--- config.mk ---
export PLATFORM = sky130hd
export DESIGN_NAME = multichannel_moving_average_flat
export DESIGN_NICKNAME = d
export VERILOG_FILES = /design/src/rtl/mma_pkg.sv /design/src/rtl/mma_in_if.sv /design/src/rtl/mma_out_if.sv /design/src/rtl/mma_ram.sv /design/src/rtl/mma_rmw.sv /design/src/rtl/mma_div.sv /design/src/rtl/mma_fifo.sv /design/src/rtl/multichannel_moving_average.sv /design/src/flat_wrapper.sv
export SDC_FILE = /design/constraint.sdc
export NUM_CORES = 1
export LEC_CHECK = 0
export ABC_AREA = 1
export ABC_CLOCK_PERIOD_IN_PS = 5600
export BUFFER_PORTS_ARGS = -buffer_cell sky130_fd_sc_hd__buf_2
export CAP_MARGIN = 40
export CORE_ASPECT_RATIO = 0.8
export CORE_MARGIN = 2
export CORE_UTILIZATION = 35
export DETAILED_ROUTE_END_ITERATION = 10
export PLACE_DENSITY = 0.52
export SYNTH_ARGS = -nofsm -noshare
export SYNTH_HDL_FRONTEND = slang
export SYNTH_SLANG_ARGS = --single-unit
--- constraint.sdc ---
create_clock -name clk -period 5.6 [get_ports clk]
set_clock_uncertainty 0.2 [all_clocks]
set_input_delay 0.84 -clock clk [delete_from_list [all_inputs] [get_ports clk]]
set_output_delay 0.84 -clock clk [all_outputs]
set_load 0.01 [all_outputs]
--- src/rtl/mma_pkg.sv ---
// Shared constants and payload types for the multichannel moving average.
`timescale 1ns / 1ps
`default_nettype none

package mma_pkg;

	localparam int unsigned WINDOW_LEN_DEF    = 20;
	localparam int unsigned CHANNEL_COUNT_DEF = 2;
	localparam int unsigned SAMPLE_BITS_DEF   = 10;

	localparam int unsigned SLOT_W   = 1;
	localparam int unsigned SAMPLE_W = 10;
	localparam int unsigned AVG_W    = 10;

	// items in flight between acceptance and the result queue
	localparam int unsigned PIPE_DEPTH  = 2;
	localparam int unsigned QUEUE_DEPTH = 4;

	typedef logic [SLOT_W-1:0]   slot_t;
	typedef logic [SAMPLE_W-1:0] sample_t;
	typedef logic [AVG_W-1:0]    avg_t;

endpackage

`default_nettype wire

--- src/rtl/mma_in_if.sv ---
// Input channel: channel slot and converter sample per beat.
`timescale 1ns / 1ps
`default_nettype none

interface mma_in_if;
	import mma_pkg::*;

	logic    valid;
	logic    ready;
	slot_t   channel_slot;
	sample_t sample;

	modport source (output valid, output channel_slot, output sample, input ready);
	modport sink (input valid, input channel_slot, input sample, output ready);
endinterface

`default_nettype wire

--- src/rtl/mma_out_if.sv ---
// Output channel: one average per beat.
`timescale 1ns / 1ps
`default_nettype none

interface mma_out_if;
	import mma_pkg::*;

	logic valid;
	logic ready;
	avg_t average;

	modport source (output valid, output average, input ready);
	modport sink (input valid, input average, output ready);
endinterface

`default_nettype wire

--- src/rtl/mma_ram.sv ---
// Generic simple dual-port RAM, registered read, read-before-write.
`timescale 1ns / 1ps
`default_nettype none

module mma_ram #(
	parameter int unsigned WIDTH = 8,
	parameter int unsigned DEPTH = 2,
	localparam int unsigned AW = (DEPTH > 1) ? $clog2(DEPTH) : 1
) (
	input  logic             clk,
	input  logic             we,
	input  logic [AW-1:0]    waddr,
	input  logic [WIDTH-1:0] wdata,
	input  logic             re,
	input  logic [AW-1:0]    raddr,
	output logic [WIDTH-1:0] rdata
);

	logic [WIDTH-1:0] mem_q [DEPTH];
	logic [WIDTH-1:0] rdata_q;

	always_ff @(posedge clk) begin
		if (we) begin
			mem_q[waddr] <= wdata;
		end
	end

	always_ff @(posedge clk) begin
		if (re) begin
			rdata_q <= mem_q[raddr];
		end
	end

	assign rdata = rdata_q;

endmodule

`default_nettype wire

--- src/rtl/mma_rmw.sv ---
// Window store read-modify-write, shared position, per-channel sums and clearing pass.
`timescale 1ns / 1ps
`default_nettype none

module mma_rmw #(
	parameter int unsigned WINDOW_LEN    = 20,
	parameter int unsigned CHANNEL_COUNT = 2,
	parameter int unsigned SAMPLE_BITS   = 10,
	parameter int unsigned SUM_W         = 15
) (
	input  logic             clk,
	input  logic             arst_n,
	input  logic             accept,
	input  mma_pkg::slot_t   slot,
	input  mma_pkg::sample_t sample,
	output logic             busy,
	output logic             sum_valid,
	output logic [SUM_W-1:0] sum
);
	import mma_pkg::*;

	localparam int unsigned DEPTH  = WINDOW_LEN * CHANNEL_COUNT;
	localparam int unsigned ADDR_W = (DEPTH > 1) ? $clog2(DEPTH) : 1;
	localparam int unsigned POS_W  = (WINDOW_LEN > 1) ? $clog2(WINDOW_LEN) : 1;
	localparam int unsigned CH_W   = (CHANNEL_COUNT > 1) ? $clog2(CHANNEL_COUNT) : 1;
	localparam int unsigned CMP_W  = 5;
	localparam logic [CMP_W-1:0] CH_COUNT = CMP_W'(CHANNEL_COUNT);
	localparam logic [CMP_W-1:0] LAST_CH  = CMP_W'(CHANNEL_COUNT - 1);

	logic [POS_W-1:0]       pos_q;
	logic                   clearing_q;
	logic [ADDR_W-1:0]      clr_addr_q;
	logic                   in_range;
	logic [ADDR_W-1:0]      rd_addr;
	logic [SAMPLE_BITS-1:0] smp;

	logic                   s1_valid_q;
	logic                   s1_in_range_q;
	logic [CH_W-1:0]        s1_ch_q;
	logic [ADDR_W-1:0]      s1_addr_q;
	logic [SAMPLE_BITS-1:0] s1_sample_q;

	logic                   lastwr_valid_q;
	logic [ADDR_W-1:0]      lastwr_addr_q;
	logic [SAMPLE_BITS-1:0] lastwr_data_q;

	logic [SUM_W-1:0]       sums_q [CHANNEL_COUNT];
	logic [SAMPLE_BITS-1:0] ram_rdata;
	logic [SAMPLE_BITS-1:0] old_sample;
	logic [SUM_W-1:0]       sum_next;
	logic                   s1_write;
	logic                   ram_we;
	logic [ADDR_W-1:0]      ram_waddr;
	logic [SAMPLE_BITS-1:0] ram_wdata;

	assign in_range = CMP_W'(slot) < CH_COUNT;
	assign rd_addr  = ADDR_W'(pos_q) + ADDR_W'(slot * WINDOW_LEN);
	assign smp      = SAMPLE_BITS'(sample);
	assign busy     = clearing_q;

	always_ff @(posedge clk or negedge arst_n) begin
		if (!arst_n) begin
			pos_q <= '0;
		end else if (accept && in_range && CMP_W'(slot) == LAST_CH) begin
			if (pos_q == POS_W'(WINDOW_LEN - 1)) begin
				pos_q <= '0;
			end else begin
				pos_q <= pos_q + 1'b1;
			end
		end
	end

	always_ff @(posedge clk or negedge arst_n) begin
		if (!arst_n) begin
			clearing_q <= 1'b1;
			clr_addr_q <= '0;
		end else if (clearing_q) begin
			if (clr_addr_q == ADDR_W'(DEPTH - 1)) begin
				clearing_q <= 1'b0;
			end else begin
				clr_addr_q <= clr_addr_q + 1'b1;
			end
		end
	end

	always_ff @(posedge clk or negedge arst_n) begin
		if (!arst_n) begin
			s1_valid_q <= 1'b0;
		end else begin
			s1_valid_q <= accept;
		end
	end

	always_ff @(posedge clk) begin
		if (accept) begin
			s1_in_range_q <= in_range;
			s1_ch_q       <= CH_W'(slot);
			s1_addr_q     <= rd_addr;
			s1_sample_q   <= smp;
		end
	end

	// the RAM returns old data when read and written at once: forward the last write
	assign old_sample = (lastwr_valid_q && lastwr_addr_q == s1_addr_q) ? lastwr_data_q
		: ram_rdata;
	assign sum_next   = sums_q[s1_ch_q] - SUM_W'(old_sample) + SUM_W'(s1_sample_q);
	assign s1_write   = s1_valid_q && s1_in_range_q;

	always_ff @(posedge clk or negedge arst_n) begin
		if (!arst_n) begin
			lastwr_valid_q <= 1'b0;
		end else begin
			lastwr_valid_q <= s1_write;
		end
	end

	always_ff @(posedge clk) begin
		lastwr_addr_q <= s1_addr_q;
		lastwr_data_q <= s1_sample_q;
	end

	always_ff @(posedge clk or negedge arst_n) begin
		if (!arst_n) begin
			for (int i = 0; i < CHANNEL_COUNT; i++) begin
				sums_q[i] <= '0;
			end
		end else if (s1_write) begin
			sums_q[s1_ch_q] <= sum_next;
		end
	end

	assign ram_we    = clearing_q || s1_write;
	assign ram_waddr = clearing_q ? clr_addr_q : s1_addr_q;
	assign ram_wdata = clearing_q ? '0 : s1_sample_q;

	mma_ram #(
		.WIDTH (SAMPLE_BITS),
		.DEPTH (DEPTH)
	) u_ram (
		.clk   (clk),
		.we    (ram_we),
		.waddr (ram_waddr),
		.wdata (ram_wdata),
		.re    (accept && in_range),
		.raddr (rd_addr),
		.rdata (ram_rdata)
	);

	assign sum_valid = s1_valid_q;
	assign sum       = s1_in_range_q ? sum_next : '0;

endmodule

`default_nettype wire

--- src/rtl/mma_div.sv ---
// Division of the window sum by the window length through a reciprocal multiply.
`timescale 1ns / 1ps
`default_nettype none

module mma_div #(
	parameter int unsigned WINDOW_LEN = 20,
	parameter int unsigned SUM_W      = 15
) (
	input  logic             clk,
	input  logic             arst_n,
	input  logic             sum_valid,
	input  logic [SUM_W-1:0] sum,
	output logic             push,
	output mma_pkg::avg_t    push_avg
);
	import mma_pkg::*;

	// exact for every sum below 2**SUM_W with the rounded-up reciprocal
	localparam int unsigned SHIFT   = SUM_W + $clog2(WINDOW_LEN);
	localparam int unsigned RECIP_W = SUM_W + 1;
	localparam int unsigned PROD_W  = SUM_W + RECIP_W;
	localparam logic [63:0] RECIP_FULL =
		((64'd1 << SHIFT) + 64'(WINDOW_LEN) - 64'd1) / 64'(WINDOW_LEN);
	localparam logic [RECIP_W-1:0] RECIP = RECIP_FULL[RECIP_W-1:0];

	logic             valid_s2;
	logic [SUM_W-1:0] sum_s2;
	logic [PROD_W-1:0] prod;
	logic [PROD_W-1:0] quot;

	always_ff @(posedge clk or negedge arst_n) begin
		if (!arst_n) begin
			valid_s2 <= 1'b0;
		end else begin
			valid_s2 <= sum_valid;
		end
	end

	always_ff @(posedge clk) begin
		sum_s2 <= sum;
	end

	assign prod     = PROD_W'(sum_s2) * PROD_W'(RECIP);
	assign quot     = prod >> SHIFT;
	assign push     = valid_s2;
	assign push_avg = AVG_W'(quot);

endmodule

`default_nettype wire

--- src/rtl/mma_fifo.sv ---
// Result queue that decouples the pipeline from the output handshake.
`timescale 1ns / 1ps
`default_nettype none

module mma_fifo (
	input  logic          clk,
	input  logic          arst_n,
	input  logic          push,
	input  mma_pkg::avg_t push_avg,
	output logic          room,
	mma_out_if.source     averages
);
	import mma_pkg::*;

	localparam int unsigned PTR_W = $clog2(QUEUE_DEPTH);
	localparam int unsigned CNT_W = $clog2(QUEUE_DEPTH + 1);

	avg_t             entries_q [QUEUE_DEPTH];
	logic [PTR_W-1:0] wr_ptr_q;
	logic [PTR_W-1:0] rd_ptr_q;
	logic [CNT_W-1:0] count_q;
	logic             pop;

	assign pop = averages.valid && averages.ready;

	always_ff @(posedge clk) begin
		if (push) begin
			entries_q[wr_ptr_q] <= push_avg;
		end
	end

	always_ff @(posedge clk or negedge arst_n) begin
		if (!arst_n) begin
			wr_ptr_q <= '0;
			rd_ptr_q <= '0;
			count_q  <= '0;
		end else begin
			if (push) begin
				wr_ptr_q <= wr_ptr_q + 1'b1;
			end
			if (pop) begin
				rd_ptr_q <= rd_ptr_q + 1'b1;
			end
			count_q <= count_q + CNT_W'(push) - CNT_W'(pop);
		end
	end

	// space for one more beat on top of everything already in flight
	assign room             = count_q <= CNT_W'(QUEUE_DEPTH - PIPE_DEPTH - 1);
	assign averages.valid   = count_q != '0;
	assign averages.average = entries_q[rd_ptr_q];

endmodule

`default_nettype wire

--- src/rtl/multichannel_moving_average.sv ---
// Multichannel boxcar moving average: top level.
// Each accepted beat is registered in the read-modify-write stage, the divider and the
// result queue. Throughput: one beat per cycle while ready is high; the window store
// is read on acceptance and written back in the following cycle, with forwarding
// between neighbouring beats. Reset: sums and position clear at once; the window
// store's CHANNEL_COUNT * WINDOW_LEN entries (40 by default) then clear, ready held low.
`timescale 1ns / 1ps
`default_nettype none

module multichannel_moving_average #(
	parameter int unsigned WINDOW_LEN    = mma_pkg::WINDOW_LEN_DEF,
	parameter int unsigned CHANNEL_COUNT = mma_pkg::CHANNEL_COUNT_DEF,
	parameter int unsigned SAMPLE_BITS   = mma_pkg::SAMPLE_BITS_DEF
) (
	input  logic      clk,
	input  logic      arst_n,
	mma_in_if.sink    samples,
	mma_out_if.source averages
);
	import mma_pkg::*;

	localparam int unsigned SUM_W = SAMPLE_BITS + $clog2(WINDOW_LEN);

	logic             busy;
	logic             room;
	logic             accept;
	logic             sum_valid;
	logic [SUM_W-1:0] sum;
	logic             push;
	avg_t             push_avg;

	assign samples.ready = !busy && room;
	assign accept        = samples.valid && samples.ready;

	mma_rmw #(
		.WINDOW_LEN    (WINDOW_LEN),
		.CHANNEL_COUNT (CHANNEL_COUNT),
		.SAMPLE_BITS   (SAMPLE_BITS),
		.SUM_W         (SUM_W)
	) u_rmw (
		.clk       (clk),
		.arst_n    (arst_n),
		.accept    (accept),
		.slot      (samples.channel_slot),
		.sample    (samples.sample),
		.busy      (busy),
		.sum_valid (sum_valid),
		.sum       (sum)
	);

	mma_div #(
		.WINDOW_LEN (WINDOW_LEN),
		.SUM_W      (SUM_W)
	) u_div (
		.clk       (clk),
		.arst_n    (arst_n),
		.sum_valid (sum_valid),
		.sum       (sum),
		.push      (push),
		.push_avg  (push_avg)
	);

	mma_fifo u_fifo (
		.clk      (clk),
		.arst_n   (arst_n),
		.push     (push),
		.push_avg (push_avg),
		.room     (room),
		.averages (averages)
	);

endmodule

`default_nettype wire
--- src/flat_wrapper.sv ---
// flat-port wrapper written by rule: the top's interface ports become plain ports
module multichannel_moving_average_flat import mma_pkg::*;
#(
	parameter int unsigned WINDOW_LEN    = mma_pkg::WINDOW_LEN_DEF,
	parameter int unsigned CHANNEL_COUNT = mma_pkg::CHANNEL_COUNT_DEF,
	parameter int unsigned SAMPLE_BITS   = mma_pkg::SAMPLE_BITS_DEF
)
  (clk, arst_n, samples_valid, samples_channel_slot, samples_sample, samples_ready, averages_valid, averages_average, averages_ready);
  mma_in_if samples_i ();
  mma_out_if averages_i ();
  input  logic clk;
  input  logic arst_n;
  input wire logic [$bits(samples_i.valid)-1:0] samples_valid;
  input wire logic [$bits(samples_i.channel_slot)-1:0] samples_channel_slot;
  input wire logic [$bits(samples_i.sample)-1:0] samples_sample;
  output wire logic [$bits(samples_i.ready)-1:0] samples_ready;
  output wire logic [$bits(averages_i.valid)-1:0] averages_valid;
  output wire logic [$bits(averages_i.average)-1:0] averages_average;
  input wire logic [$bits(averages_i.ready)-1:0] averages_ready;
  assign samples_i.valid = samples_valid;
  assign samples_i.channel_slot = samples_channel_slot;
  assign samples_i.sample = samples_sample;
  assign samples_ready = samples_i.ready;
  assign averages_valid = averages_i.valid;
  assign averages_average = averages_i.average;
  assign averages_i.ready = averages_ready;
  multichannel_moving_average #(.WINDOW_LEN(WINDOW_LEN), .CHANNEL_COUNT(CHANNEL_COUNT), .SAMPLE_BITS(SAMPLE_BITS)) u_core (.clk(clk), .arst_n(arst_n), .samples(samples_i), .averages(averages_i));
endmodule
==> results.toml, run 1 <==
[outcome]
status = "finished clean"

[worst_setup_path]
path_buf_inv = 4
end_kind = "flop"
slowest_delay_ns = 0.56
crit_fanout = 4
path_class = "reg -> reg"
worstPathCellList = "inv_1 -> ha_1 -> fa_1 -> inv_1 -> xor2_1 -> inv_1 -> ha_1 -> fa_1 -> fa_1 -> fa_1 -> ha_1 -> a21oi_1 -> o21ai_0 -> inv_1 -> nand3_1 -> nand2_1 -> nand2_1 -> nand2_1 -> nand2_1"
arrival_ns = 5.36
r2r_slack_ns = 0.38
crit_family = "adder cells"
required_ns = 5.74
start_kind = "flop"
slowest_stage = "fa_1"

[synth]
syn_nets = 2780
synth_common_cells = "nand2_1, edfxtp_1, nand3_1, inv_1, nor2_1"
syn_area_per_cell_um2 = 10.54
synth_xor_area_share_pct = 1.136
synthFlopType = "edfxtp_1"
ys_async_sr_fraction_pct = 9.290
ys_seq_area_share_pct = 58.99
synth_mux_area_share_pct = 0.2225
synth.distinct_cells = 42
synth.most_common_cell = "nand2_1"
synth-simple-area-share_pct = 18.57
yosysWarnings = 0
synth_top_area_share_pct = 51.96
synth_compound_area_share_pct = 4.474
synth_area_um2 = 26990
yosys_register_bits = 549
synth-edff-count = 467
synthAdderAreaFrac_pct = 11.27
synth_top_family_by_area = "simple AND/OR/NAND/NOR gates"
synthTopCellsByArea = "edfxtp_1, nand2_1, ha_1"
syn_inst = 2561
synth_top_area_cell = "edfxtp_1"

[cells_and_area]
fill_cells = 7372
fin_cells = 3688
area_delta_synth_final_pct = 13.86
fin_nets = 2835
diodes = 0
drive_gt1_share_pct = 8.068

[floorplan]
start_util_pct = 35.17
ios = 27
core_area_um2 = 76740
dieArea_um2 = 79360
rows = 91
die_y_um = 252.4
die_x_um = 314.5

[drt]
routed_via_density = 4.873
first_iter_violations = 1544
wl_per_cell_um = 18.72
detail-route-antenna-nets = 0
dr.pass1.iters = 7
drc_errors = 0
num_vias = 17970
routed_wl_mm = 69.05

[clocking]
clock-sinks = 549
clk_pin_slew_ns = 0.07
tritoncts = "yes"
post-cts-setup-buffer-count = 0
cts_buffers = 58
ctsHoldBuffers = 0
clock_path_buffers = 3
clock_latency_ns = 0.65
htreeDepth = 2
root_buffer = "clkbuf_16"
post_cts_resized = 0

[sta]
finalWorstSetupSlack_ns = 0.3830
rsz0062_at_grt = "false"
min_period_ns = 5.217
finalSetupViolCount = 0
min_period_over_period_pct = 93.16
fmax_mhz = 191.7
tightest_slew_ns = 0.8574
slew_headroom_pct = 42.63
setup_tns_ns = 0
slew_viol_final = 0
hold_viol_final = 0

[placement]
gp_congestion = 0.8940
post-place-ws_ns = 0.4058
io_buffers = 26
hpwl_mm = 48.00
dp_cells = 3577

[worst_hold_path]
min_path_type = "in -> async"

[grt]
grt_pass1_vias = 17190
grt_max_degree = 146
grt_use_total_pct = 17.38
grt-ovfl-total = 0
grt_pass1_wl_mm = 105.2
antenna_found_initial = 1

[flow_run]
cap_viol_max_count = 0
## final timing paths
path                                      startpoint  cells after the start                       endpoint
max                           u_core.u_div.sum_s2[4]                     19  u_core.u_fifo.entries_q[1][9]
max reg2reg                   u_core.u_div.sum_s2[4]                     19  u_core.u_fifo.entries_q[1][9]
min                                           arst_n                      1        u_core.u_rmw.sums_q[21]
min reg2reg                u_core.u_rmw.s1_addr_q[3]                      0  u_core.u_rmw.lastwr_addr_q[3]
max in group asynchronous                     arst_n                      2              u_core.u_rmw.busy
min in group clk                   samples_sample[6]                      1    u_core.u_rmw.s1_sample_q[6]
## metal layers
metal | up-vias | wire [um] | global-route usage [%]
li1 | 8771 | - | -
met2 | 418 | 29920 | 25.95
met5 | - | 0 | 0
met4 | 0 | 1308 | 4.190
met1 | 8697 | 34380 | 26.46
met3 | 85 | 3432 | 2.552
## state kept, by name, indices dropped and copies added, names as in the netlist, 10 cells and up
| signal | count |
|---|---|
| u_core.u_rmw.sums_q | 30 |
| u_core.u_rmw.lastwr_data_q | 10 |
| u_core.u_rmw.u_ram.rdata | 10 |
| u_core.u_rmw.s1_sample_q | 10 |
| u_core.u_rmw.u_ram.mem_q | 400 |
| u_core.u_fifo.entries_q | 40 |
| u_core.u_div.sum_s2 | 15 |
## per-stage QoR
step | utilization (%) | instance area, um2 | hold WS (ns)
detailed placement | 37.48 | 28760 | 0.1663
floorplan | - | 26990 | 0.1480
global placement | 36.66 | 28130 | 0.1554
CTS | 40.01 | 30700 | 0.04525
finish | 40.04 | 30730 | 0.05136
global route | 40.04 | 30730 | 0.08840
## cells in the final DEF (no fill, tap or decap), types with 11 or more instances in the layout
cell,instances
dfxtp_1,30
o21ai_0,117
fa_1,65
o211ai_1,11
clkbuf_1,13
nor2_1,164
buf_2,26
edfxtp_1,467
o22ai_1,20
xnor2_1,12
nand2_1,668
buf_4,49
dfrtp_1,48
a21oi_1,39
buf_16,11
inv_1,242
xor2_1,22
nand3_1,321
clkinv_2,13
clkbuf_16,58
ha_1,138
## cells by family (layout without fill, tap and decap cells)
kind of cell	Yosys count	after routing
AOI/OAI and AO/OA	215	215
DFF	549	549
xor gates and xnor gates	35	35
buffers and inverters	349	453
muxes	6	6
adders and majority gates	204	204
and+or+nand+nor	1203	1203
## area by class of cell
| type | instances | area [um2] | share of cell area, % |
|---|---|---|---|
| Clock buffer | 74 | 1541 | 5.016 |
| Multi-Input combinational cell | 1663 | 9716 | 31.62 |
| Inverter | 249 | 939.7 | 3.058 |
| Tap cell | 1023 | 1280 | 4.165 |
| Sequential cell | 549 | 15930 | 51.84 |
| Clock inverter | 35 | 399.1 | 1.299 |
| Timing Repair Buffer | 95 | 923.4 | 3.005 |
## worst register-to-register path, cell delays in order, from the launching register on
cell	delay, ns
dfxtp_1	0.42
inv_1	0.07
ha_1	0.32
fa_1	0.52
inv_1	0.10
xor2_1	0.17
inv_1	0.06
ha_1	0.31
fa_1	0.45
fa_1	0.56
fa_1	0.44
ha_1	0.33
a21oi_1	0.25
o21ai_0	0.20
inv_1	0.09
nand3_1	0.15
nand2_1	0.12
nand2_1	0.06
nand2_1	0.06
nand2_1	0.08
Power of run 1 is left out: the tool's default activity adds up to more than one toggle a clock period on the data nets, which glitch-free logic cannot reach.
==> run 2, diff against run 1 <==
--- a/config.mk
+++ b/config.mk
@@ -14,6 +14,7 @@
 export CORE_UTILIZATION = 35
 export DETAILED_ROUTE_END_ITERATION = 10
 export PLACE_DENSITY = 0.52
+export RECOVER_POWER = 100
 export SYNTH_ARGS = -nofsm -noshare
 export SYNTH_HDL_FRONTEND = slang
 export SYNTH_SLANG_ARGS = --single-unit
==> run 2 against run 1 <==
The run now ends with max-capacitance violations, max-slew violations left. Utilization is 0.73 points lower. Hold slack improved by 0.11 ns. Wire length about the same. Critical path type unchanged. First-iteration DRC count rose by 6.1%. Die area unchanged. Worst setup slack got worse by 0.0013 ns.
==> results.toml, run 2 (synthesis results as in run 1) <==
[outcome]
status = "finished with violations"
violations = "max-capacitance violations, max-slew violations"

[floorplan]
rows = 91
ios = 27
start_util_pct = 35.17
die_y_um = 252.4
dieArea_um2 = 79360
core_area_um2 = 76740
die_x_um = 314.5

[worst_setup_path]
slowest_stage = "fa_1"
crit_fanout = 4
start_kind = "flop"
crit_family = "adder cells"
slowest_delay_ns = 0.56
arrival_ns = 5.36
path_buf_inv = 4
cp-startpoint = "u_core.u_div.sum_s2[4]"
required_ns = 5.74
end_kind = "flop"
rr_startpoint = "u_core.u_div.sum_s2[4]"
worstPathCellList = "inv_1 -> ha_1 -> fa_1 -> inv_1 -> xor2_1 -> inv_1 -> ha_1 -> fa_1 -> fa_1 -> fa_1 -> ha_1 -> a21oi_1 -> o21ai_0 -> inv_1 -> nand3_1 -> nand2_1 -> nand2_1 -> nand2_1 -> nand2_1"
path_class = "reg -> reg"

[sta]
fmax_mhz = 191.6
finalWorstSetupSlack_ns = 0.3817
slew_viol_final = 303
min_period_ns = 5.218
slew_headroom_pct = -127.0
finalSetupViolCount = 0
rsz0062_at_grt = "false"
tightest_slew_ns = 3.405
hold_viol_final = 0
min_period_over_period_pct = 93.18
setup_tns_ns = 0

[cells_and_area]
final_common_cell = "nand2_1"
fin_nets = 2835
seq_area_um2 = 15920
layout_common_cells = "nand2_1, edfxtp_1, nand3_1, inv_1, nor2_1"
fill_cells = 7489
reg.largest.list = "u_core.u_rmw.u_ram.mem_q x400, u_core.u_fifo.entries_q x40, u_core.u_rmw.sums_q x30"
area_delta_synth_final_pct = 11.80
multi_input_area_um2 = 9637
drive_gt1_share_pct = 4.841
diodes = 0
largest_reg_flops = 400
top_register = "u_core.u_rmw.u_ram.mem_q"

[clocking]
clock-sinks = 549
cts_buffers = 58
clock_path_buffers = 3
root_buffer = "clkbuf_16"
clock_latency_ns = 0.65
clk_pin_slew_ns = 0.07
ctsHoldBuffers = 0
tritoncts = "yes"
htreeDepth = 2

[worst_hold_path]
min-delay-start = "samples_sample[6]"
min_path_type = "in -> reg"

[grt]
grt_max_degree = 146
grt-ovfl-total = 0
antenna_found_initial = 1
grt_use_total_pct = 17.38
grt_pass1_wl_mm = 105.2
grt_pass1_vias = 17190

[drt]
num_vias = 18010
drc_errors = 0
dr.pass1.iters = 7
first_iter_violations = 1638
routed_via_density = 4.883
wl_per_cell_um = 18.72
routed_wl_mm = 69.03
detail-route-antenna-nets = 0

[placement]
post-place-ws_ns = 0.4058
gp_congestion = 0.8940
io_buffers = 26
hpwl_mm = 48.00

[flow_run]
cap_viol_max_count = 9
run 2: final timing paths:
path,end,slack (ns),depth (start not counted)
setup / recovery,u_core.u_fifo.entries_q[1][9],0.38,19
hold / removal,u_core.u_rmw.s1_sample_q[6],0.16,1
setup reg to reg,u_core.u_fifo.entries_q[1][9],0.38,19
hold reg to reg,u_core.u_rmw.lastwr_addr_q[3],0.17,0
max in group asynchronous,u_core.u_rmw.pos_q[4],2.65,2
min in group asynchronous,u_core.u_rmw.sums_q[21],0.47,1
run 2: per-stage QoR:
step,util (%),hold WS (ns),cells,area [um2]
after global routing,39.32,0.1354,3688,30170
after CTS,40.01,0.04525,3686,30700
after detailed placement,37.48,0.1663,3577,28760
after floorplan,-,0.1480,2561,26990
after global placement,36.66,0.1554,3528,28130
final,39.32,0.1586,3688,30170
run 2: timing repair:
action,in CTS,in global routing
buffers inserted,0,0
endpoints found under the setup margin,0,8
resized for setup,0,3
run 2: layer usage:
| layer | global-route usage [%] | up-vias | routed length, um |
|---|---|---|---|
| met5 | 0 | - | 0 |
| met4 | 4.190 | 0 | 1318 |
| met3 | 2.552 | 85 | 3377 |
| met2 | 25.95 | 430 | 29750 |
| met1 | 26.46 | 8719 | 34590 |
| li1 | - | 8773 | - |
run 2: cell type report:
cell class | instances | area share [%]
Multi-Input combinational cell | 1663 | 31.94
Inverter | 249 | 3.106
Sequential cell | 549 | 52.77
Timing Repair Buffer | 95 | 1.509
Clock inverter | 35 | 1.323
Tap cell | 1023 | 4.242
Clock buffer | 74 | 5.109
Power of run 2 is left out for the same reason.
